==> config.mk <==
export PLATFORM = sky130hd
export DESIGN_NAME = source_token_scanner
export DESIGN_NICKNAME = d
export VERILOG_FILES = /design/src/hdl/stsc_pkg.sv /design/src/hdl/stsc_core.sv /design/src/hdl/stsc_outbuf.sv /design/src/hdl/source_token_scanner.sv
export SDC_FILE = /design/constraint.sdc
export NUM_CORES = 1
export LEC_CHECK = 0
export ABC_AREA = 1
export BUFFER_PORTS_ARGS = -buffer_cell sky130_fd_sc_hd__buf_2
export CELL_PAD_IN_SITES_DETAIL_PLACEMENT = 1
export CELL_PAD_IN_SITES_GLOBAL_PLACEMENT = 2
export CORE_UTILIZATION = 30
export DETAILED_ROUTE_END_ITERATION = 10
export PLACE_DENSITY_LB_ADDON = 0.1
export SLEW_MARGIN = 10
export SYNTH_ARGS = -nofsm -noshare
export SYNTH_HDL_FRONTEND = slang
export SYNTH_HIERARCHICAL = 1
export SYNTH_SLANG_ARGS = --single-unit
==> constraint.sdc <==
create_clock -name i_clk -period 27.1 [get_ports i_clk]
set_clock_uncertainty 0.15 [all_clocks]
set_input_delay 5.42 -clock i_clk [delete_from_list [all_inputs] [get_ports i_clk]]
set_output_delay 5.42 -clock i_clk [all_outputs]
set_load 0.01 [all_outputs]
==> src/hdl/stsc_pkg.sv <==
// Package for the source token scanner: payload structs, scan modes, codes
// and character class helpers. No dependencies.
package stsc_pkg;

    localparam int INT_BITS  = 32;
    localparam int POS_BITS  = 16;
    localparam int MAX_RES   = 4;
    localparam int RES_IDX_W = $clog2(MAX_RES);
    localparam int CNT_W     = $clog2(MAX_RES + 1);

    localparam logic [POS_BITS-1:0] POS_MAX = '1;

    // input op codes
    localparam logic OP_CHAR = 1'b0;
    localparam logic OP_EOF  = 1'b1;

    // event codes
    localparam logic [1:0] EV_TEXT = 2'd0;
    localparam logic [1:0] EV_END  = 2'd1;
    localparam logic [1:0] EV_ERR  = 2'd2;

    // token kinds
    localparam logic [4:0] K_EOF     = 5'd0;
    localparam logic [4:0] K_NEWLINE = 5'd1;
    localparam logic [4:0] K_NONE    = 5'd0;
    localparam logic [4:0] K_STRING  = 5'd13;
    localparam logic [4:0] K_ASSIGN  = 5'd14;
    localparam logic [4:0] K_OPER    = 5'd15;
    localparam logic [4:0] K_INT     = 5'd16;
    localparam logic [4:0] K_IDENT   = 5'd17;
    localparam logic [4:0] K_KEYWORD = 5'd18;

    // error codes
    localparam logic [2:0] E_NONE    = 3'd0;
    localparam logic [2:0] E_ESC     = 3'd1;
    localparam logic [2:0] E_UNTERM  = 3'd2;
    localparam logic [2:0] E_COLON   = 3'd3;
    localparam logic [2:0] E_UNKNOWN = 3'd4;

    // characters
    localparam logic [7:0] CH_NUL   = 8'h00;
    localparam logic [7:0] CH_TAB   = 8'h09;
    localparam logic [7:0] CH_NL    = 8'h0A;
    localparam logic [7:0] CH_SPACE = 8'h20;
    localparam logic [7:0] CH_QUOTE = 8'h27;
    localparam logic [7:0] CH_BSL   = 8'h5C;
    localparam logic [7:0] CH_COLON = 8'h3A;
    localparam logic [7:0] CH_EQ    = 8'h3D;
    localparam logic [7:0] CH_MINUS = 8'h2D;
    localparam logic [7:0] CH_ZERO  = 8'h30;
    localparam logic [7:0] CH_N     = 8'h6E;
    localparam logic [7:0] CH_T     = 8'h74;

    typedef enum logic [3:0] {
        M_IDLE,
        M_STR,
        M_ESC,
        M_COLON,
        M_EQ,
        M_MINUS,
        M_OPRUN,
        M_INT,
        M_IDENT
    } t_mode;

    typedef struct packed {
        logic       op;
        logic [7:0] ch;
    } t_in;

    typedef struct packed {
        logic [1:0]         event_res;
        logic [7:0]         text_byte;
        logic [4:0]         token_kind;
        logic signed [31:0] tok_value;
        logic [15:0]        start_line;
        logic [15:0]        start_col;
        logic [2:0]         error_code;
        logic               last;
    } t_out;

    typedef t_out [MAX_RES-1:0] t_res_list;

    function automatic logic is_digit(input logic [7:0] c);
        return c >= 8'h30 && c <= 8'h39;
    endfunction

    function automatic logic is_alpha(input logic [7:0] c);
        return (c >= 8'h61 && c <= 8'h7A) || (c >= 8'h41 && c <= 8'h5A) || c == 8'h5F;
    endfunction

    function automatic logic is_opchar(input logic [7:0] c);
        return c == 8'h21 || c == 8'h40 || c == 8'h2C || c == 8'h26 || c == 8'h7C ||
               c == 8'h2B || c == 8'h2D || c == 8'h2A || c == 8'h2F || c == 8'h25;
    endfunction

    // kind of a single-character punctuation token, K_NONE if not one
    function automatic logic [4:0] punct_kind(input logic [7:0] c);
        logic [4:0] k;
        unique case (c)
            8'h28:   k = 5'd2;
            8'h29:   k = 5'd3;
            8'h7B:   k = 5'd4;
            8'h7D:   k = 5'd5;
            8'h5B:   k = 5'd6;
            8'h5D:   k = 5'd7;
            8'h3C:   k = 5'd8;
            8'h3E:   k = 5'd9;
            8'h2E:   k = 5'd10;
            8'h5E:   k = 5'd11;
            8'h7C:   k = 5'd12;
            default: k = K_NONE;
        endcase
        return k;
    endfunction

    function automatic t_out mk_text(input logic [7:0] c);
        t_out r;
        r = '0;
        r.event_res = EV_TEXT;
        r.text_byte = c;
        return r;
    endfunction

    function automatic t_out mk_end(input logic [4:0] kind, input logic signed [31:0] val,
                                    input logic [POS_BITS-1:0] ln,
                                    input logic [POS_BITS-1:0] cl);
        t_out r;
        r = '0;
        r.event_res  = EV_END;
        r.token_kind = kind;
        r.tok_value  = val;
        r.start_line = 16'(ln);
        r.start_col  = 16'(cl);
        return r;
    endfunction

    function automatic t_out mk_err(input logic [2:0] code, input logic [POS_BITS-1:0] ln,
                                    input logic [POS_BITS-1:0] cl);
        t_out r;
        r = '0;
        r.event_res  = EV_ERR;
        r.error_code = code;
        r.start_line = 16'(ln);
        r.start_col  = 16'(cl);
        return r;
    endfunction

endpackage

==> src/hdl/stsc_core.sv <==
// Scanner state and single-pass step logic: one character in, up to
// MAX_RES results out. Depends on stsc_pkg.
module stsc_core
    import stsc_pkg::*;
(
    input  logic              i_clk,
    input  logic              i_rst_n,
    input  logic              i_go,
    input  t_in               i_item,
    output t_res_list         o_res,
    output logic [CNT_W-1:0]  o_cnt
);

    t_mode                r_mode, n_mode;
    logic [INT_BITS-1:0]  r_acc, n_acc;
    logic                 r_neg, n_neg;
    logic [POS_BITS-1:0]  r_line, n_line, r_col, n_col;
    logic [POS_BITS-1:0]  r_tline, n_tline, r_tcol, n_tcol;
    logic                 r_halt, n_halt;

    t_res_list            res;
    logic [CNT_W-1:0]     cnt;
    logic                 consumed;
    logic [POS_BITS-1:0]  ln, cl;
    logic signed [INT_BITS-1:0] int_s;
    logic signed [31:0]   int_val;
    logic [7:0]           c;
    logic [INT_BITS-1:0]  digit, acc10;
    logic [4:0]           pk;

    always_ff @(posedge i_clk) begin
        if (!i_rst_n) begin
            r_mode  <= M_IDLE;
            r_acc   <= '0;
            r_neg   <= 1'b0;
            r_line  <= POS_BITS'(1);
            r_col   <= '0;
            r_tline <= POS_BITS'(1);
            r_tcol  <= '0;
            r_halt  <= 1'b0;
        end else if (i_go) begin
            r_mode  <= n_mode;
            r_acc   <= n_acc;
            r_neg   <= n_neg;
            r_line  <= n_line;
            r_col   <= n_col;
            r_tline <= n_tline;
            r_tcol  <= n_tcol;
            r_halt  <= n_halt;
        end
    end

    always_comb begin
        c       = i_item.ch;
        digit   = INT_BITS'(c - CH_ZERO);
        acc10   = {r_acc[INT_BITS-4:0], 3'b000} + {r_acc[INT_BITS-2:0], 1'b0} + digit;
        pk      = punct_kind(c);
        int_s   = r_neg ? -r_acc : r_acc;
        int_val = 32'(int_s);

        n_mode   = r_mode;
        n_acc    = r_acc;
        n_neg    = r_neg;
        n_line   = r_line;
        n_col    = r_col;
        n_tline  = r_tline;
        n_tcol   = r_tcol;
        n_halt   = r_halt;
        res      = '0;
        cnt      = '0;
        consumed = 1'b0;
        ln       = r_line;
        cl       = r_col;

        if (i_item.op == OP_EOF) begin
            if (!r_halt) begin
                unique case (r_mode)
                    M_STR: begin
                        res[cnt[RES_IDX_W-1:0]] = mk_err(E_UNTERM, r_tline, r_tcol);
                        cnt = cnt + CNT_W'(1);
                    end
                    M_ESC: begin
                        res[cnt[RES_IDX_W-1:0]] = mk_err(E_ESC, r_tline, r_tcol);
                        cnt = cnt + CNT_W'(1);
                    end
                    M_COLON: begin
                        res[cnt[RES_IDX_W-1:0]] = mk_err(E_COLON, r_tline, r_tcol);
                        cnt = cnt + CNT_W'(1);
                    end
                    M_EQ: begin
                        res[cnt[RES_IDX_W-1:0]] = mk_end(K_ASSIGN, '0, r_tline, r_tcol);
                        cnt = cnt + CNT_W'(1);
                    end
                    M_MINUS, M_OPRUN: begin
                        res[cnt[RES_IDX_W-1:0]] = mk_end(K_OPER, '0, r_tline, r_tcol);
                        cnt = cnt + CNT_W'(1);
                    end
                    M_INT: begin
                        res[cnt[RES_IDX_W-1:0]] = mk_end(K_INT, int_val, r_tline, r_tcol);
                        cnt = cnt + CNT_W'(1);
                    end
                    M_IDENT: begin
                        res[cnt[RES_IDX_W-1:0]] = mk_end(K_IDENT, '0, r_tline, r_tcol);
                        cnt = cnt + CNT_W'(1);
                    end
                    default: ;
                endcase
            end
            res[cnt[RES_IDX_W-1:0]] = mk_end(K_EOF, '0, r_line, r_col);
            cnt = cnt + CNT_W'(1);
            n_mode  = M_IDLE;
            n_acc   = '0;
            n_neg   = 1'b0;
            n_line  = POS_BITS'(1);
            n_col   = '0;
            n_tline = POS_BITS'(1);
            n_tcol  = '0;
            n_halt  = 1'b0;
        end else if (!r_halt) begin
            if (c == CH_NL) begin
                if (r_line != POS_MAX) n_line = r_line + POS_BITS'(1);
                n_col = '0;
            end else if (r_col != POS_MAX) begin
                n_col = r_col + POS_BITS'(1);
            end

            // continue the pending token
            consumed = 1'b1;
            unique case (r_mode)
                M_STR: begin
                    if (c == CH_QUOTE) begin
                        res[cnt[RES_IDX_W-1:0]] = mk_end(K_STRING, '0, r_tline, r_tcol);
                        cnt = cnt + CNT_W'(1);
                        n_mode = M_IDLE;
                    end else if (c == CH_BSL) begin
                        n_mode = M_ESC;
                    end else if (c == CH_NUL) begin
                        res[cnt[RES_IDX_W-1:0]] = mk_err(E_UNTERM, r_tline, r_tcol);
                        cnt = cnt + CNT_W'(1);
                        n_halt = 1'b1;
                        n_mode = M_IDLE;
                    end else begin
                        res[cnt[RES_IDX_W-1:0]] = mk_text(c);
                        cnt = cnt + CNT_W'(1);
                    end
                end
                M_ESC: begin
                    if (c == CH_N || c == CH_T) begin
                        res[cnt[RES_IDX_W-1:0]] = mk_text((c == CH_N) ? CH_NL : CH_TAB);
                        cnt = cnt + CNT_W'(1);
                        n_mode = M_STR;
                    end else begin
                        res[cnt[RES_IDX_W-1:0]] = mk_err(E_ESC, r_tline, r_tcol);
                        cnt = cnt + CNT_W'(1);
                        n_halt = 1'b1;
                        n_mode = M_IDLE;
                    end
                end
                M_COLON: begin
                    if (c == CH_EQ) begin
                        res[cnt[RES_IDX_W-1:0]] = mk_text(c);
                        cnt = cnt + CNT_W'(1);
                        res[cnt[RES_IDX_W-1:0]] = mk_end(K_ASSIGN, '0, r_tline, r_tcol);
                        cnt = cnt + CNT_W'(1);
                    end else begin
                        res[cnt[RES_IDX_W-1:0]] = mk_err(E_COLON, r_tline, r_tcol);
                        cnt = cnt + CNT_W'(1);
                        n_halt = 1'b1;
                    end
                    n_mode = M_IDLE;
                end
                M_EQ: begin
                    if (c == CH_EQ) begin
                        res[cnt[RES_IDX_W-1:0]] = mk_text(c);
                        cnt = cnt + CNT_W'(1);
                        res[cnt[RES_IDX_W-1:0]] = mk_end(K_OPER, '0, r_tline, r_tcol);
                        cnt = cnt + CNT_W'(1);
                    end else begin
                        res[cnt[RES_IDX_W-1:0]] = mk_end(K_ASSIGN, '0, r_tline, r_tcol);
                        cnt = cnt + CNT_W'(1);
                        consumed = 1'b0;
                    end
                    n_mode = M_IDLE;
                end
                M_MINUS: begin
                    if (is_digit(c)) begin
                        res[cnt[RES_IDX_W-1:0]] = mk_text(c);
                        cnt = cnt + CNT_W'(1);
                        n_acc  = digit;
                        n_mode = M_INT;
                    end else if (is_opchar(c) || c == CH_EQ) begin
                        res[cnt[RES_IDX_W-1:0]] = mk_text(c);
                        cnt = cnt + CNT_W'(1);
                        n_mode = M_OPRUN;
                    end else begin
                        res[cnt[RES_IDX_W-1:0]] = mk_end(K_OPER, '0, r_tline, r_tcol);
                        cnt = cnt + CNT_W'(1);
                        n_mode = M_IDLE;
                        consumed = 1'b0;
                    end
                end
                M_OPRUN: begin
                    if (is_opchar(c) || c == CH_EQ) begin
                        res[cnt[RES_IDX_W-1:0]] = mk_text(c);
                        cnt = cnt + CNT_W'(1);
                    end else begin
                        res[cnt[RES_IDX_W-1:0]] = mk_end(K_OPER, '0, r_tline, r_tcol);
                        cnt = cnt + CNT_W'(1);
                        n_mode = M_IDLE;
                        consumed = 1'b0;
                    end
                end
                M_INT: begin
                    if (is_digit(c)) begin
                        res[cnt[RES_IDX_W-1:0]] = mk_text(c);
                        cnt = cnt + CNT_W'(1);
                        n_acc = acc10;
                    end else begin
                        res[cnt[RES_IDX_W-1:0]] = mk_end(K_INT, int_val, r_tline, r_tcol);
                        cnt = cnt + CNT_W'(1);
                        n_mode = M_IDLE;
                        consumed = 1'b0;
                    end
                end
                M_IDENT: begin
                    if (is_alpha(c) || is_digit(c)) begin
                        res[cnt[RES_IDX_W-1:0]] = mk_text(c);
                        cnt = cnt + CNT_W'(1);
                    end else if (c == CH_COLON) begin
                        res[cnt[RES_IDX_W-1:0]] = mk_text(c);
                        cnt = cnt + CNT_W'(1);
                        res[cnt[RES_IDX_W-1:0]] = mk_end(K_KEYWORD, '0, r_tline, r_tcol);
                        cnt = cnt + CNT_W'(1);
                        n_mode = M_IDLE;
                    end else begin
                        res[cnt[RES_IDX_W-1:0]] = mk_end(K_IDENT, '0, r_tline, r_tcol);
                        cnt = cnt + CNT_W'(1);
                        n_mode = M_IDLE;
                        consumed = 1'b0;
                    end
                end
                default: begin
                    n_mode = M_IDLE;
                    consumed = 1'b0;
                end
            endcase

            // start a new token with this character
            if (!consumed) begin
                n_tline = ln;
                n_tcol  = cl;
                n_mode  = M_IDLE;
                priority if (c == CH_SPACE) begin
                    n_mode = M_IDLE;
                end else if (c == CH_NL) begin
                    res[cnt[RES_IDX_W-1:0]] = mk_text(c);
                    cnt = cnt + CNT_W'(1);
                    res[cnt[RES_IDX_W-1:0]] = mk_end(K_NEWLINE, '0, ln, cl);
                    cnt = cnt + CNT_W'(1);
                end else if (pk != K_NONE) begin
                    res[cnt[RES_IDX_W-1:0]] = mk_text(c);
                    cnt = cnt + CNT_W'(1);
                    res[cnt[RES_IDX_W-1:0]] = mk_end(pk, '0, ln, cl);
                    cnt = cnt + CNT_W'(1);
                end else if (c == CH_QUOTE) begin
                    n_mode = M_STR;
                end else if (c == CH_COLON) begin
                    res[cnt[RES_IDX_W-1:0]] = mk_text(c);
                    cnt = cnt + CNT_W'(1);
                    n_mode = M_COLON;
                end else if (c == CH_EQ) begin
                    res[cnt[RES_IDX_W-1:0]] = mk_text(c);
                    cnt = cnt + CNT_W'(1);
                    n_mode = M_EQ;
                end else if (c == CH_MINUS) begin
                    res[cnt[RES_IDX_W-1:0]] = mk_text(c);
                    cnt = cnt + CNT_W'(1);
                    n_acc  = '0;
                    n_neg  = 1'b1;
                    n_mode = M_MINUS;
                end else if (is_opchar(c)) begin
                    res[cnt[RES_IDX_W-1:0]] = mk_text(c);
                    cnt = cnt + CNT_W'(1);
                    n_mode = M_OPRUN;
                end else if (is_digit(c)) begin
                    res[cnt[RES_IDX_W-1:0]] = mk_text(c);
                    cnt = cnt + CNT_W'(1);
                    n_acc  = digit;
                    n_neg  = 1'b0;
                    n_mode = M_INT;
                end else if (is_alpha(c)) begin
                    res[cnt[RES_IDX_W-1:0]] = mk_text(c);
                    cnt = cnt + CNT_W'(1);
                    n_mode = M_IDENT;
                end else begin
                    res[cnt[RES_IDX_W-1:0]] = mk_err(E_UNKNOWN, ln, cl);
                    cnt = cnt + CNT_W'(1);
                    n_halt = 1'b1;
                end
            end
        end
    end

    assign o_res = res;
    assign o_cnt = cnt;

endmodule

==> src/hdl/stsc_outbuf.sv <==
// Result buffer: holds the results of one character and sends them one
// transfer per cycle while not stalled, marking the final one. Depends on stsc_pkg.
module stsc_outbuf
    import stsc_pkg::*;
(
    input  logic             i_clk,
    input  logic             i_rst_n,
    input  logic             i_load,
    input  t_res_list        i_res,
    input  logic [CNT_W-1:0] i_cnt,
    input  logic             i_stall,
    output logic             o_valid,
    output t_out             o_data,
    output logic             o_free
);

    t_res_list              r_mem;
    logic [CNT_W-1:0]       r_left;
    logic [RES_IDX_W-1:0]   r_idx;
    logic                   pop;

    assign o_valid = r_left != '0;
    assign pop     = o_valid && !i_stall;
    assign o_free  = (r_left == '0) || (r_left == CNT_W'(1) && !i_stall);

    always_ff @(posedge i_clk) begin
        if (!i_rst_n) begin
            r_left <= '0;
            r_idx  <= '0;
        end else if (i_load) begin
            r_left <= i_cnt;
            r_idx  <= '0;
        end else if (pop) begin
            r_left <= r_left - CNT_W'(1);
            r_idx  <= r_idx + RES_IDX_W'(1);
        end
    end

    always_ff @(posedge i_clk) begin
        if (i_load) begin
            r_mem <= i_res;
        end
    end

    always_comb begin
        o_data      = r_mem[r_idx];
        o_data.last = (r_left == CNT_W'(1));
    end

endmodule

==> src/hdl/source_token_scanner.sv <==
// Top level of the source token scanner: input register, scanner core and
// result buffer. Depends on stsc_pkg, stsc_core, stsc_outbuf.
//
// Input channel: one transfer per source byte (op 0) or end of input (op 1).
// Output channel: one transfer per result; each byte gives zero to three
// results, end of input one or two, and the last of them has last set.
// A byte's first result passes the input register and then the result
// buffer register before it is offered on the output channel.
// Throughput: one input transfer per cycle while each byte gives at most
// one result and the receiver does not stall; a byte with more results
// holds the input while the single result port of the output buffer sends them.
// While results wait in the buffer, the input register holds the next byte that has results.
// Reset (synchronous, active low) clears the scanner to line 1, column 0
// and empties both stages. When the receiver stalls, the current result
// holds, the input register fills and the stall reaches the sender after one item.
module source_token_scanner
    import stsc_pkg::*;
(
    input  logic i_clk,
    input  logic i_rst_n,
    input  logic i_in_valid,
    output logic o_in_stall,
    input  t_in  i_in_data,
    output logic o_out_valid,
    input  logic i_out_stall,
    output t_out o_out_data
);

    logic              r_a_vld;
    t_in               r_a_item;
    t_res_list         core_res;
    logic [CNT_W-1:0]  core_cnt;
    logic              buf_free;
    logic              a_go;
    logic              a_take;

    assign a_go       = r_a_vld && (buf_free || core_cnt == '0);
    assign a_take     = !r_a_vld || a_go;
    assign o_in_stall = !a_take;

    always_ff @(posedge i_clk) begin
        if (!i_rst_n) begin
            r_a_vld <= 1'b0;
        end else if (a_take) begin
            r_a_vld <= i_in_valid;
        end
    end

    always_ff @(posedge i_clk) begin
        if (a_take) begin
            r_a_item <= i_in_data;
        end
    end

    stsc_core u_core (
        .i_clk   (i_clk),
        .i_rst_n (i_rst_n),
        .i_go    (a_go),
        .i_item  (r_a_item),
        .o_res   (core_res),
        .o_cnt   (core_cnt)
    );

    stsc_outbuf u_outbuf (
        .i_clk   (i_clk),
        .i_rst_n (i_rst_n),
        .i_load  (a_go && core_cnt != '0),
        .i_res   (core_res),
        .i_cnt   (core_cnt),
        .i_stall (i_out_stall),
        .o_valid (o_out_valid),
        .o_data  (o_out_data),
        .o_free  (buf_free)
    );

endmodule
==> results by group, run 1 <==
Global route
  – Largest net degree at the start of global routing: approximately 120
  – Total GRT Usage: 0.2301
  – Initial antenna violation count: 3
  – First-pass GRT wire length: 162.6 mm
  – Global route overflow: 0
  – Number of global-route vias before repair: ~25000

Timing
  – Period utilization: 0.4466
  – Fin worst setup slack: 15.00 ns
  – Setup violators final: 0
  – Final hold vios: 0
  – Slew Limit Fails: 0
  – RSZ-0062 raised after global routing: no
  – Rel. slew slack: 0.2612
  – Worst Tran Pin Value: 1.108 ns
  – Fmax: roughly 83 MHz
  – Hold slack: 0.3352 ns
  – Final Critical Period: 12.10 ns
  – Final setup TNS: 0 ns

Worst setup path
  – Req. time, crit path: 21.53 ns
  – Worst Reg-to-Reg Cells: 26
  – R2R setup slack: 20.47 ns
  – Worst setup path startpoint: i_out_stall
  – Reg2reg end: u_core/ln[9]
  – Critical Path Fanout Max: 11
  – R2r startpoint: r_a_item[1]
  – Worst Setup EP: o_in_stall
  – Arr. time, crit path: 6.53 ns
  – Crit path launch type: primary input
  – WS Path Type: primary input to output port
  – Crit end category: output port

Clock tree
  – Clk sink count: ~450
  – Max clock buf depth: 3
  – Total CTS buffers: 56
  – CTS root buffer: clkbuf_16
  – CTS tree: yes
  – Resize count post-CTS: 0
  – Post-CTS Setup Inserts: 0
  – Worst-path clk slew: ~0.060 ns
  – Clk Latency, worst-skew pair: 0.67 ns
  – CTS Hold Buffers Added: 0
  – # H-tree levels: 2

Power
  – Sw Share: 0.3820
  – Clk pwr share: 0.322
  – Cell Int Power: ~1.5 mW
  – Power share of the sequential group: 0.383
  – Psw: 0.9075 mW
  – Comb pwr share: 0.295
  – Peak VDD IR: around 0.000058 V
  – Power Dens Cells: roughly 79 nW/um^2
  – Leak Pwr: around 12 nW

Yosys
  – Post-Syn Area: about 27000 um^2
  – Synth Warn #: 6
  – Cells after Synth: 3445
  – Syn avg cell area: 7.972 um^2

Routing
  – Drt pass-1 iters: 4
  – DR WL/cell: 23.13 um
  – Final routed DRC violation total: 0
  – Via/cell ratio: 5.221
  – WL final: around 110 mm
  – DR vias: 24340
  – ANT nets after route: 0
  – DRT iter0 DRCs: 1616

Floorplan
  – Row count: 110
  – Core Box Area: 90290 um^2
  – Die area: approximately 90000 um^2
  – # IOs: 98
  – Die height: between 300 and 400 um
  – Die Width: 304.6 um
  – Initial Utilization: 0.3042

Place
  – DP Wirelength: 73.30 mm
  – Setup WS pre-CTS: 15.01 ns
  – GPL Wtd Cong: 0.8780
  – IO Port Bufs: 97

Run
  – Maximum Capacitance Violations: 0

Layout
  – Nets: 3529
  – Proportion of layout cells with a drive suffix above 1: 0.09094
  – Layout overhead on the synthesized area: 9.946%
  – # diodes: 0

Worst hold path
  – Min-delay src: u_core/r_tline[4]
  – Worst hold path type: flop to flop

Status
  – Status: completed
-- per-stage QoR --
step	util	total power [mW]	instances	instance area, um^2
CTS	0.3344	2.414	4662	30190
global route	0.3344	2.497	4662	30190
floorplan	-	1.389	3551	27860
global placement	0.3139	1.622	4558	28340
detailed placement	0.3139	1.637	4558	28340
finish	0.3344	2.376	4662	30190
-- state kept, by name, indices dropped and copies added (netlist names), 2 cells and up --
name	cells
r_a_item	9
u_core/cl	16
u_core/ln	16
u_core/r_acc	32
u_core/r_mode	4
u_core/r_tcol	16
u_core/r_tline	16
u_outbuf/r_idx	2
u_outbuf/r_left	3
u_outbuf/r_mem	328
-- metal layers --
layer / GRT usage / vias to the layer above / wire length (um)
met5: 0 / - / 0
met4: 0.04498 / 0 / 1539
met3: 0.02566 / 101 / 3990
met2: 0.3405 / 429 / 45390
met1: 0.3566 / 12270 / 56920
li1: - / 11540 / -
-- power by group through the flow --
stage          sequential [mW]  combinational, mW  clock (mW)
2_1_floorplan            0.931              0.458           0
3_3_place_gp             0.920              0.702           0
3_5_place_dp             0.925              0.712           0
4_1_cts                  0.911              0.714       0.789
5_1_grt                  0.921              0.766       0.810
6_report                 0.910              0.701       0.765
-- cells in the final DEF (no fill, tap or decap), types with 6 or more instances in the layout --
cell type    n
buf_2       97
dfxtp_1    106
edfxtp_1   337
conb_1     107
fa_1        29
nor2_2      16
inv_1      251
clkbuf_1    12
nor3_2      11
clkbuf_16   56
nand2_2     18
clkinv_1    16
xor2_1      27
ha_1        46
nor2_4       8
buf_4       39
nand2_1    631
nor2_1     459
nand3_1    169
inv_2       21
o211ai_1     6
o22ai_1    101
a22oi_1     25
a31oi_1     35
nor4_1      14
o21ai_1    109
a21oi_1    225
nand4_1     39
a211oi_1    11
nor3_1     117
clkinv_2    13
o21ai_0    258
-- cell type report --
class	instances	area, um^2
clock buffer	71	1488
inverter	285	1087
tap	1176	1471
fill	10900	60090
clock inverter	33	365.4
timing repair buffer	136	778.2
sequential	445	12290
multi-input combinational	2516	12710
-- worst min-delay path by stage --
stage	depth (start not counted)	slack [ns]	endpoint
floorplan	2	0.31	u_core/r_tline[15]
global placement	2	0.32	u_core/r_acc[31]
detailed placement	2	0.33	u_core/r_tline[4]
CTS	2	0.34	u_core/r_tline[4]
global route	2	0.36	u_core/r_tline[4]
finish	2	0.34	u_core/r_tline[4]
-- critical path, stage by stage --
cell	delay, ns
buf_2	0.13
inv_1	0.17
nand2_1	0.10
nand2_1	0.08
inv_1	0.07
nand3_1	0.09
buf_4	0.25
inv_1	0.07
buf_2	0.14
Power figures use the tool's default switching activity.
==> run 2, diff against run 1 <==
--- a/config.mk
+++ b/config.mk
@@ -5,7 +5,7 @@
 export SDC_FILE = /design/constraint.sdc
 export NUM_CORES = 1
 export LEC_CHECK = 0
-export ABC_AREA = 1
+export ABC_AREA = 0
 export BUFFER_PORTS_ARGS = -buffer_cell sky130_fd_sc_hd__buf_2
 export CELL_PAD_IN_SITES_DETAIL_PLACEMENT = 1
 export CELL_PAD_IN_SITES_GLOBAL_PLACEMENT = 2
==> constraint.sdc (replaced) <==
create_clock -name i_clk -period 12.6 [get_ports i_clk]
set_clock_uncertainty 0.15 [all_clocks]
set_input_delay 2.52 -clock i_clk [delete_from_list [all_inputs] [get_ports i_clk]]
set_output_delay 2.52 -clock i_clk [all_outputs]
set_load 0.01 [all_outputs]
==> results by group, run 2 <==
Status
  – Status: complete, but fails checks (was completed)
  – Failing checks: DRC

Timing
  – RSZ-0062 raised after global routing: no (unchanged)
  – Fmax: approximately 130 MHz
  – Final setup TNS: 0 ns (unchanged)
  – Final hold vios: 0 (unchanged)
  – Period utilization: 0.6283
  – Final Critical Period: between 7 and 8 ns
  – Setup violators final: 0 (unchanged)
  – Worst Tran Pin Value: 1.256 ns (was 1.108 ns)
  – Slew Limit Fails: 0 (unchanged)
  – Rel. slew slack: 0.1616 (was 0.2612)

Worst setup path
  – R2r startpoint: r_a_item[4] (was r_a_item[1])
  – Critical Path Fanout Max: 21 (was 11)
  – WS Path Type: flop to output port (was primary input to output port)
  – Worst setup path startpoint: r_a_item[4] (was i_out_stall)
  – Arr. time, crit path: 5.25 ns (was 6.53 ns)
  – CP max-delay cell: nor3b_1 (was buf_4)
  – Crit path launch type: flop (was primary input)
  – Req. time, crit path: 9.93 ns (was 21.53 ns)
  – Crit end category: output port (unchanged)
  – CP cell instances: ha_1 -> buf_4 -> nor3b_2 -> and2_1 -> nand2_1 -> a21oi_1 -> o31a_1 -> ha_1 -> nor3_1 -> o21ai_0 -> nand3_1 -> nand2_1 -> nor3_2 -> nor3b_1 -> buf_2 (was buf_2 -> inv_1 -> nand2_1 -> nand2_1 -> inv_1 -> nand3_1 -> buf_4 -> inv_1 -> buf_2)
  – CP peak stage delay: 0.61 ns (was 0.25 ns)

Layout
  – Top Registers: u_outbuf/r_mem (328), u_core/r_acc (32) (unchanged)
  – Layout overhead on the synthesized area: 11.35% (was 9.946%)
  – Largest register FFs: 328 (unchanged)
  – Sequential Area: 12290 um^2 (unchanged)
  – Area of the multi-input gates: 11150 um^2 (was 12710 um^2)
  – Commonest non-fill, non-tap cell in the layout: edfxtp_1 (was nand2_1)
  – Post-route cell area: 27390 um^2 (was 30190 um^2)
  – Nets: 2298 (was 3529)
  – Commonest cells after routing, fill and taps aside: edfxtp_1 (337), nor2_1 (196), nand2_1 (145), a21oi_1 (124), conb_1 (107) (was nand2_1 (631), nor2_1 (459), edfxtp_1 (337), o21ai_0 (258), inv_1 (251))
  – Biggest register: u_outbuf/r_mem (unchanged)
  – Core Util, Final: 0.3389 (was 0.3344)
  – Fill count: 8841 (was 10900)
  – # diodes: 0 (unchanged)
  – Proportion of layout cells with a drive suffix above 1: 0.1491 (was 0.09094)
  – Post-Layout Cell Count: 3313 (was 4662)

Routing
  – DR WL/cell: 23.45 um (was 23.13 um)
  – Drt pass-1 iters: 8 (was 4)
  – Via/cell ratio: 5.183 (was 5.221)
  – DRT iter0 DRCs: 919 (was 1616)
  – DR vias: 17170 (was 24340)
  – ANT nets after route: 0 (unchanged)
  – Final routed DRC violation total: 8 (was 0)
  – WL final: 77.69 mm (was 107.8 mm)

Clock tree
  – Total CTS buffers: 54 (was 56)
  – # H-tree levels: 2 (unchanged)
  – Worst-path clk slew: 0.05 ns (was 0.06 ns)
  – Clk sink count: 445 (unchanged)
  – CTS Hold Buffers Added: 0 (unchanged)
  – Resize count post-CTS: 0 (unchanged)
  – Clk Latency, worst-skew pair: 0.63 ns (was 0.67 ns)
  – Post-CTS Setup Inserts: 0 (unchanged)
  – Max clock buf depth: 3 (unchanged)
  – CTS tree: yes (unchanged)
  – CTS root buffer: clkbuf_16 (unchanged)

Power
  – Power Total: 4.749 mW (was 2.376 mW)
  – Leak Pwr: 9.824 nW (was 11.55 nW)
  – Cell Int Power: 3.192 mW (was 1.468 mW)
  – Comb pwr share: 0.262 (was 0.295)
  – Psw: 1.557 mW (was 0.9075 mW)
  – Peak VDD IR: 0.00009025 V (was 0.00005752 V)
  – Clk pwr share: 0.317 (was 0.322)
  – Power Dens Cells: 173.4 nW/um^2 (was 78.68 nW/um^2)
  – Power share of the sequential group: 0.421 (was 0.383)
  – Sw Share: 0.3278 (was 0.3820)

Global route
  – Largest net degree at the start of global routing: 83 (was 123)
  – Global route overflow: 0 (unchanged)
  – Number of global-route vias before repair: 18250 (was 24710)
  – Total GRT Usage: 0.1874 (was 0.2301)
  – Initial antenna violation count: 2 (was 3)
  – First-pass GRT wire length: 117.8 mm (was 162.6 mm)

Yosys
  – Cells after Synth: 2161 (was 3445)
  – Post-Syn Area: 24600 um^2 (was 27460 um^2)
  – Syn avg cell area: 11.38 um^2 (was 7.972 um^2)
  – Synth Warn #: 6 (unchanged)

Floorplan
  – Die area: 83140 um^2 (was 92760 um^2)
  – Die Width: 288.3 um (was 304.6 um)
  – Die height: 288.3 um (was 304.6 um)
  – Initial Utilization: 0.3044 (was 0.3042)
  – Core Box Area: 80810 um^2 (was 90290 um^2)
  – Row count: 104 (was 110)
  – # IOs: 98 (unchanged)

Worst hold path
  – Worst hold path type: flop to flop (unchanged)
  – Min-delay src: u_core/r_tline[4] (unchanged)

Place
  – Placed inst area: 25670 um^2 (was 28340 um^2)
  – Placed Cells: 3213 (was 4558)
  – IO Port Bufs: 97 (unchanged)
  – DP Wirelength: 53.51 mm (was 73.30 mm)
  – GPL Wtd Cong: 0.8625 (was 0.8780)

Run
  – Maximum Capacitance Violations: 0 (unchanged)
[run 2: changes by cell type in the layout (fill, tap and decap cells not counted), sizes merged, moves of 87 or more]
cell,delta
o22ai,-92
nand3,-115
inv,-238
and2,+87
nand2,-503
nor2,-284
nor3,-96
a21oi,-101
o21ai,-257
[run 2: power groups by stage]
stage                     Clock [mW]  Sequential, mW  Combinational, mW
after floorplan                    0            2.00              0.877
after global placement             0            2.02               1.26
after detailed placement           0            2.04               1.27
after CTS                       1.56            2.01               1.28
after global routing            1.61            2.03               1.36
final                           1.50            2.00               1.24
[run 2: layout make-up]
type / instances / area share
multi-input combinational: 1534 / 0.4072
clock inverter: 25 / 0.007401
tap: 1060 / 0.04842
clock buffer: 75 / 0.05518
timing repair buffer: 132 / 0.02732
inverter: 42 / 0.005756
sequential: 445 / 0.4487
[run 2: final timing paths]
kind	end	slack, ns	cells past startpoint
worst max-delay path	o_in_stall	4.68	15
worst min-delay path	u_core/r_tline[4]	0.33	2
worst max register to register	u_core/ln[15]	5.84	21
worst min register to register	u_core/r_tline[4]	0.33	2
[run 2: critical path, delay by kind of cell (launching register included)]
kind / cells / cell delay, ns
AO/OA/AOI/OAI: 3 / 0.65
adder cells (fa/ha/maj): 2 / 0.77
buffers and inverters: 2 / 0.52
flip-flops: 1 / 0.54
AND/OR/NAND/NOR: 8 / 2.14
[run 2: stage by stage]
step           hold WS, ns  worst slack (ns)
2_1_floorplan       0.2955             3.723
3_3_place_gp        0.3073             5.396
3_5_place_dp        0.3210             5.399
4_1_cts             0.3277             4.705
5_1_grt             0.3556             4.367
6_report            0.3292             4.683
[run 2: metal layers]
| layer | vias to the layer above | global-route usage | routed length [um] |
|---|---|---|---|
| met5 | - | 0 | 0 |
| li1 | 7953 | - | - |
| met3 | 96 | 0.02220 | 2544 |
| met1 | 8845 | 0.2548 | 35810 |
| met4 | 0 | 0.04735 | 1676 |
| met2 | 276 | 0.3159 | 37670 |
